<file path="src/mpu_pkg.sv">
`timescale 1ns / 1ps
package mpu_pkg;

  localparam int unsigned NUM_CHAN  = 4;
  localparam int unsigned PROD_W    = 40;
  localparam int unsigned DIV_STAGES = 4;

  typedef enum logic [2:0] {
    REG_RED   = 3'd0,
    REG_GREEN = 3'd1,
    REG_BLUE  = 3'd2,
    REG_ALPHA = 3'd3
  } reg_idx_t;

  localparam logic [31:0] RED_RST   = 32'h0000_00FF;
  localparam logic [31:0] GREEN_RST = 32'h0000_FF00;
  localparam logic [31:0] BLUE_RST  = 32'h00FF_0000;
  localparam logic [31:0] ALPHA_RST = 32'h0000_0000;

  typedef struct packed {
    logic [31:0] pixel_word;
    logic        last_pixel;
  } in_word_t;

  typedef struct packed {
    logic [7:0] red_out;
    logic [7:0] green_out;
    logic [7:0] blue_out;
    logic [7:0] alpha_out;
    logic       end_of_run;
  } out_word_t;

  // position of lowest set bit, by OR-reducing the isolated bit
  function automatic logic [4:0] low_pos(input logic [31:0] m);
    logic [31:0] iso;
    logic [4:0]  p;
    iso = m & (~m + 32'd1);
    for (int b = 0; b < 5; b++) begin
      p[b] = 1'b0;
      for (int i = 0; i < 32; i++) begin
        if (((i >> b) & 1) == 1) p[b] = p[b] | iso[i];
      end
    end
    return p;
  endfunction

endpackage

</file>
<file path="src/mpu_lane.sv">
`timescale 1ns / 1ps
module mpu_lane import mpu_pkg::*; (
  input  logic        clk,
  input  logic        en,
  input  logic [31:0] pix,
  input  logic [4:0]  shift,
  input  logic [31:0] fm,
  output logic [7:0]  quot
);

  logic [31:0]       field;
  logic [PROD_W-1:0] rem_r [DIV_STAGES+1];
  logic [7:0]        q_r   [DIV_STAGES+1];
  logic [PROD_W-1:0] rem_nxt [DIV_STAGES];
  logic [7:0]        q_nxt   [DIV_STAGES];

  assign field = (pix >> shift) & fm;

  // field*255 = (field << 8) - field
  always_ff @(posedge clk) begin
    if (en) begin
      rem_r[0] <= {field, 8'd0} - {8'd0, field};
      q_r[0]   <= 8'd0;
    end
  end

  // restoring division, two quotient bits per stage, msb first
  for (genvar s = 0; s < DIV_STAGES; s++) begin : g_div
    always_comb begin
      logic [PROD_W-1:0] r;
      logic [PROD_W-1:0] d;
      logic [7:0]        q;
      r = rem_r[s];
      q = q_r[s];
      for (int j = 0; j < 2; j++) begin
        d = {8'd0, fm} << (7 - 2 * s - j);
        if (r >= d) begin
          r = r - d;
          q[7 - 2 * s - j] = 1'b1;
        end
      end
      rem_nxt[s] = r;
      q_nxt[s]   = q;
    end

    always_ff @(posedge clk) begin
      if (en) begin
        rem_r[s+1] <= rem_nxt[s];
        q_r[s+1]   <= q_nxt[s];
      end
    end
  end

  assign quot = q_r[DIV_STAGES];

endmodule

</file>
<file path="config.mk">
export PLATFORM = sky130hd
export DESIGN_NAME = mpu_lane
export DESIGN_NICKNAME = d
export VERILOG_FILES = /design/src/mpu_pkg.sv /design/src/mpu_lane.sv
export SDC_FILE = /design/constraint.sdc
export NUM_CORES = 1
export LEC_CHECK = 0
export BUFFER_PORTS_ARGS = -buffer_cell sky130_fd_sc_hd__buf_2
export CAP_MARGIN = 20
export CORE_ASPECT_RATIO = 0.8
export CORE_MARGIN = 5
export CORE_UTILIZATION = 46
export DETAILED_ROUTE_END_ITERATION = 8
export PLACE_DENSITY = 0.7
export SYNTH_ARGS = -nofsm -noshare
export SYNTH_HDL_FRONTEND = slang
export SYNTH_SLANG_ARGS = --single-unit
</file>
<file path="constraint.sdc">
create_clock -name clk -period 15.6 [get_ports clk]
set_input_delay 2.34 -clock clk [delete_from_list [all_inputs] [get_ports clk]]
set_output_delay 2.34 -clock clk [all_outputs]
set_load 0.01 [all_outputs]
</file>
==> results.txt <==
CTS HTree Levels - 4
WHS Path Cells - 0
Mean Syn Cell Area - 8.46 µm²
Startpoint types - primary input
Yosys top cell area share - 22.1%
Final Cycle Share - 64.1%
Setup-failing EPs final - 0
Chip Width - 268 µm
Hold path endpoint - q_r[0][35]
Main area contributors after synthesis - edfxtp_1 (22%), ha_1 (14%), a21oi_1 (5.7%)
DRT Pass-1 Iters - 5
P&R area growth vs syn - 6.72%
Family with the most delay on the worst path - compound AO/OA/AOI/OAI gates
Max Slew Vio Count - 0
Worst setup EP type - flop
Setup TNS - 0 ps
First-pass GRT wire length - 120 mm
Minimum clock period - 10000 ps
Synth area leader - edfxtp_1
First DRT Iteration DRCs - 2229
Fmax - 100 MHz
Worst r2r dst - rem_r[0][139]
Filler cells - 4967
Core area - 52600 µm²
Top_reg_cell synth - edfxtp_1
Total track usage - 25.9%
Reg2Reg Setup Slack - 7520 ps
Worst Hold Launch - q_r[0][27]
Number of flops mapped to enable cells by yosys - 180
Final wirelength - 77.6 mm
Drt via density - 6.26
DRC - 0
Sequential area share after synthesis - 22.1%
Layout Nets - 3295
Req. time, crit path - 15810 ps
Number of setup buffers added after CTS - 0
Syn Nets - 3254
Synth async-reset ratio - 0%
PnR worst setup slack - 5600 ps
Leak - 0.0112 µW
Max incr delay on CP - 830 ps
Post-DP HPWL - 61.6 mm
Ant diodes - 0
Top cells by count, synth - ha_1 (281), a21oi_1 (280), nand2_1 (267), o21ai_0 (202), nor2_1 (198)
Cts bufs inserted - 17
IO buf count - 78
Worst hold path type - flop to flop
Post-CTS resize count - 0
Clock Skew - 16.0 ps
Critical path class - primary input to flop
Power Dens Cells - 266 nW/µm²
Post-DRT Antenna Nets - 0
Routability Congestion - 1.03
Pin count of the biggest net entering global routing - 103
Register Area - 5410 µm²
Site row count - 75
CTS tree - done
Max clock buf depth - 2
Share of layout cells above drive strength 1 - 11.1%
Via Count - 22.8k
Pre-CTS setup slack - 5160 ps
Critical path peak fanout - 60
Yosys warning count - 0
Worst Path Arrival - 10210 ps
Hold_buf cts - 0
Final Hold Fails - 0
Total gr overflow - 0
MaxCap Viol Count - 0
Cell with the most instances after synthesis - ha_1
Max-slew headroom - 29.7%
Slowest-stage cell, CP - o31a_1
Synthesis-stage register bit count - 180
Initial core utilization - 46.6%
RSZ-0062 raised after global routing - no
Max rail drop VDD - 131 µV
Chip height - 216 µm
Routed len/inst - 21.3 µm
WP buf/inv - 5
Vias in the first global route - 21.3k
Cell Area, Synth - 24500 µm²
Top Ports - 79
Reg clk slew, reported paths - 70 ps
R2R cell count - 24
Status - finished clean
Synth unique cells - 101
Multi-input gate area - 18100 µm²
Initial antenna violation count - 0
CTS Sinks - 180
Synth Instances - 2895
Root buffer cell - clkbuf_16
Actual slew at the worst max-slew pin - 1060 ps
R2r startpoint - rem_r[0][84]
Area of the die - 58000 µm²
Clock latency at the later pin of the worst-skew pair - 470 ps
state kept, by name (all words and copies together), names as in the netlist:
| name | flops |
|---|---|
| rem_r | 160 |
| q_r | 20 |
cell families after synthesis:
kind of cell / synth area share [%]
AO/OA/AOI/OAI: 24.2
AND/OR/NAND/NOR: 17.3
buffers and inverters: 4.14
multiplexers: 8.77
XOR/XNOR: 8.58
adder cells (fa/ha/maj): 14.9
flip-flops: 22.1
power by group:
part	internal (µW)	switching, µW	total, µW	leakage (µW)
registers	958	159	1120	0.00174
clock network	208	207	415	0.000272
logic	2370	3060	5430	0.00917
cells in the final DEF (no fill, tap or decap), types with 9 or more instances in the layout:
| cell type | synthesis | layout |
|---|---|---|
| clkbuf_16 | 0 | 17 |
| nor3b_1 | 9 | 9 |
| a21oi_1 | 280 | 280 |
| mux2_2 | 90 | 90 |
| nand2_1 | 267 | 267 |
| xor2_1 | 87 | 87 |
| and4_1 | 10 | 10 |
| nor3_1 | 36 | 36 |
| nor4_1 | 21 | 21 |
| inv_1 | 136 | 136 |
| nand4_1 | 48 | 48 |
| and3_1 | 28 | 28 |
| o21ai_0 | 202 | 202 |
| buf_4 | 5 | 37 |
| edfxtp_1 | 180 | 180 |
| buf_2 | 14 | 77 |
| nor2_1 | 198 | 198 |
| xnor2_1 | 153 | 153 |
| a21o_1 | 157 | 157 |
| o21bai_1 | 42 | 42 |
| nand2b_1 | 54 | 54 |
| o211ai_1 | 12 | 12 |
| nand3_1 | 64 | 64 |
| a31o_2 | 11 | 11 |
| mux2i_1 | 43 | 43 |
| and2_1 | 17 | 17 |
| o31ai_1 | 15 | 15 |
| a31oi_1 | 25 | 25 |
| a211oi_1 | 34 | 33 |
| o21a_1 | 27 | 27 |
| a21boi_0 | 11 | 11 |
| ha_1 | 281 | 281 |
| or3_1 | 20 | 20 |
| or2_2 | 9 | 9 |
| nor2b_1 | 35 | 35 |
| mux4_2 | 28 | 28 |
| o21ai_1 | 10 | 10 |
through the flow:
| step | total power [µW] | instances | hold slack [ps] | cell area, µm² | util (%) |
|---|---|---|---|---|---|
| 2_1_floorplan | 5230 | 2895 | 400 | 24500 | - |
| 3_3_place_gp | 6290 | 3609 | 403 | 25600 | 48.7 |
| 3_5_place_dp | 6410 | 3610 | 406 | 25600 | 48.7 |
| 4_1_cts | 6870 | 3642 | 423 | 26200 | 49.8 |
| 5_1_grt | 7560 | 3642 | 429 | 26200 | 49.8 |
| 6_report | 6960 | 3642 | 421 | 26200 | 49.8 |
metal layers:
| metal | up-vias | wire length (µm) | GRT usage [%] |
|---|---|---|---|
| met5 | - | 0 | 0 |
| met2 | 880 | 32400 | 38.5 |
| met3 | 144 | 6570 | 5.09 |
| li1 | 11000 | - | - |
| met1 | 10800 | 36000 | 38.1 |
| met4 | 0 | 2590 | 8.03 |
worst max path at each step:
stage / start / end / cells after the start
finish: fm[2] / rem_r[0][139] / 26
global route: fm[2] / rem_r[0][139] / 26
CTS: fm[2] / rem_r[0][139] / 26
detailed placement: fm[2] / rem_r[0][139] / 26
global placement: fm[1] / rem_r[0][103] / 25
floorplan: fm[1] / rem_r[0][72] / 26
final cells by class:
type	instances	area share [%]
multi-input combinational	2481	69.3
sequential	180	20.7
tap	693	3.32
timing repair buffer	116	2.65
inverter	140	2.01
clock buffer	18	1.64
clock inverter	14	0.455
(Power assumes the default switching activity.)
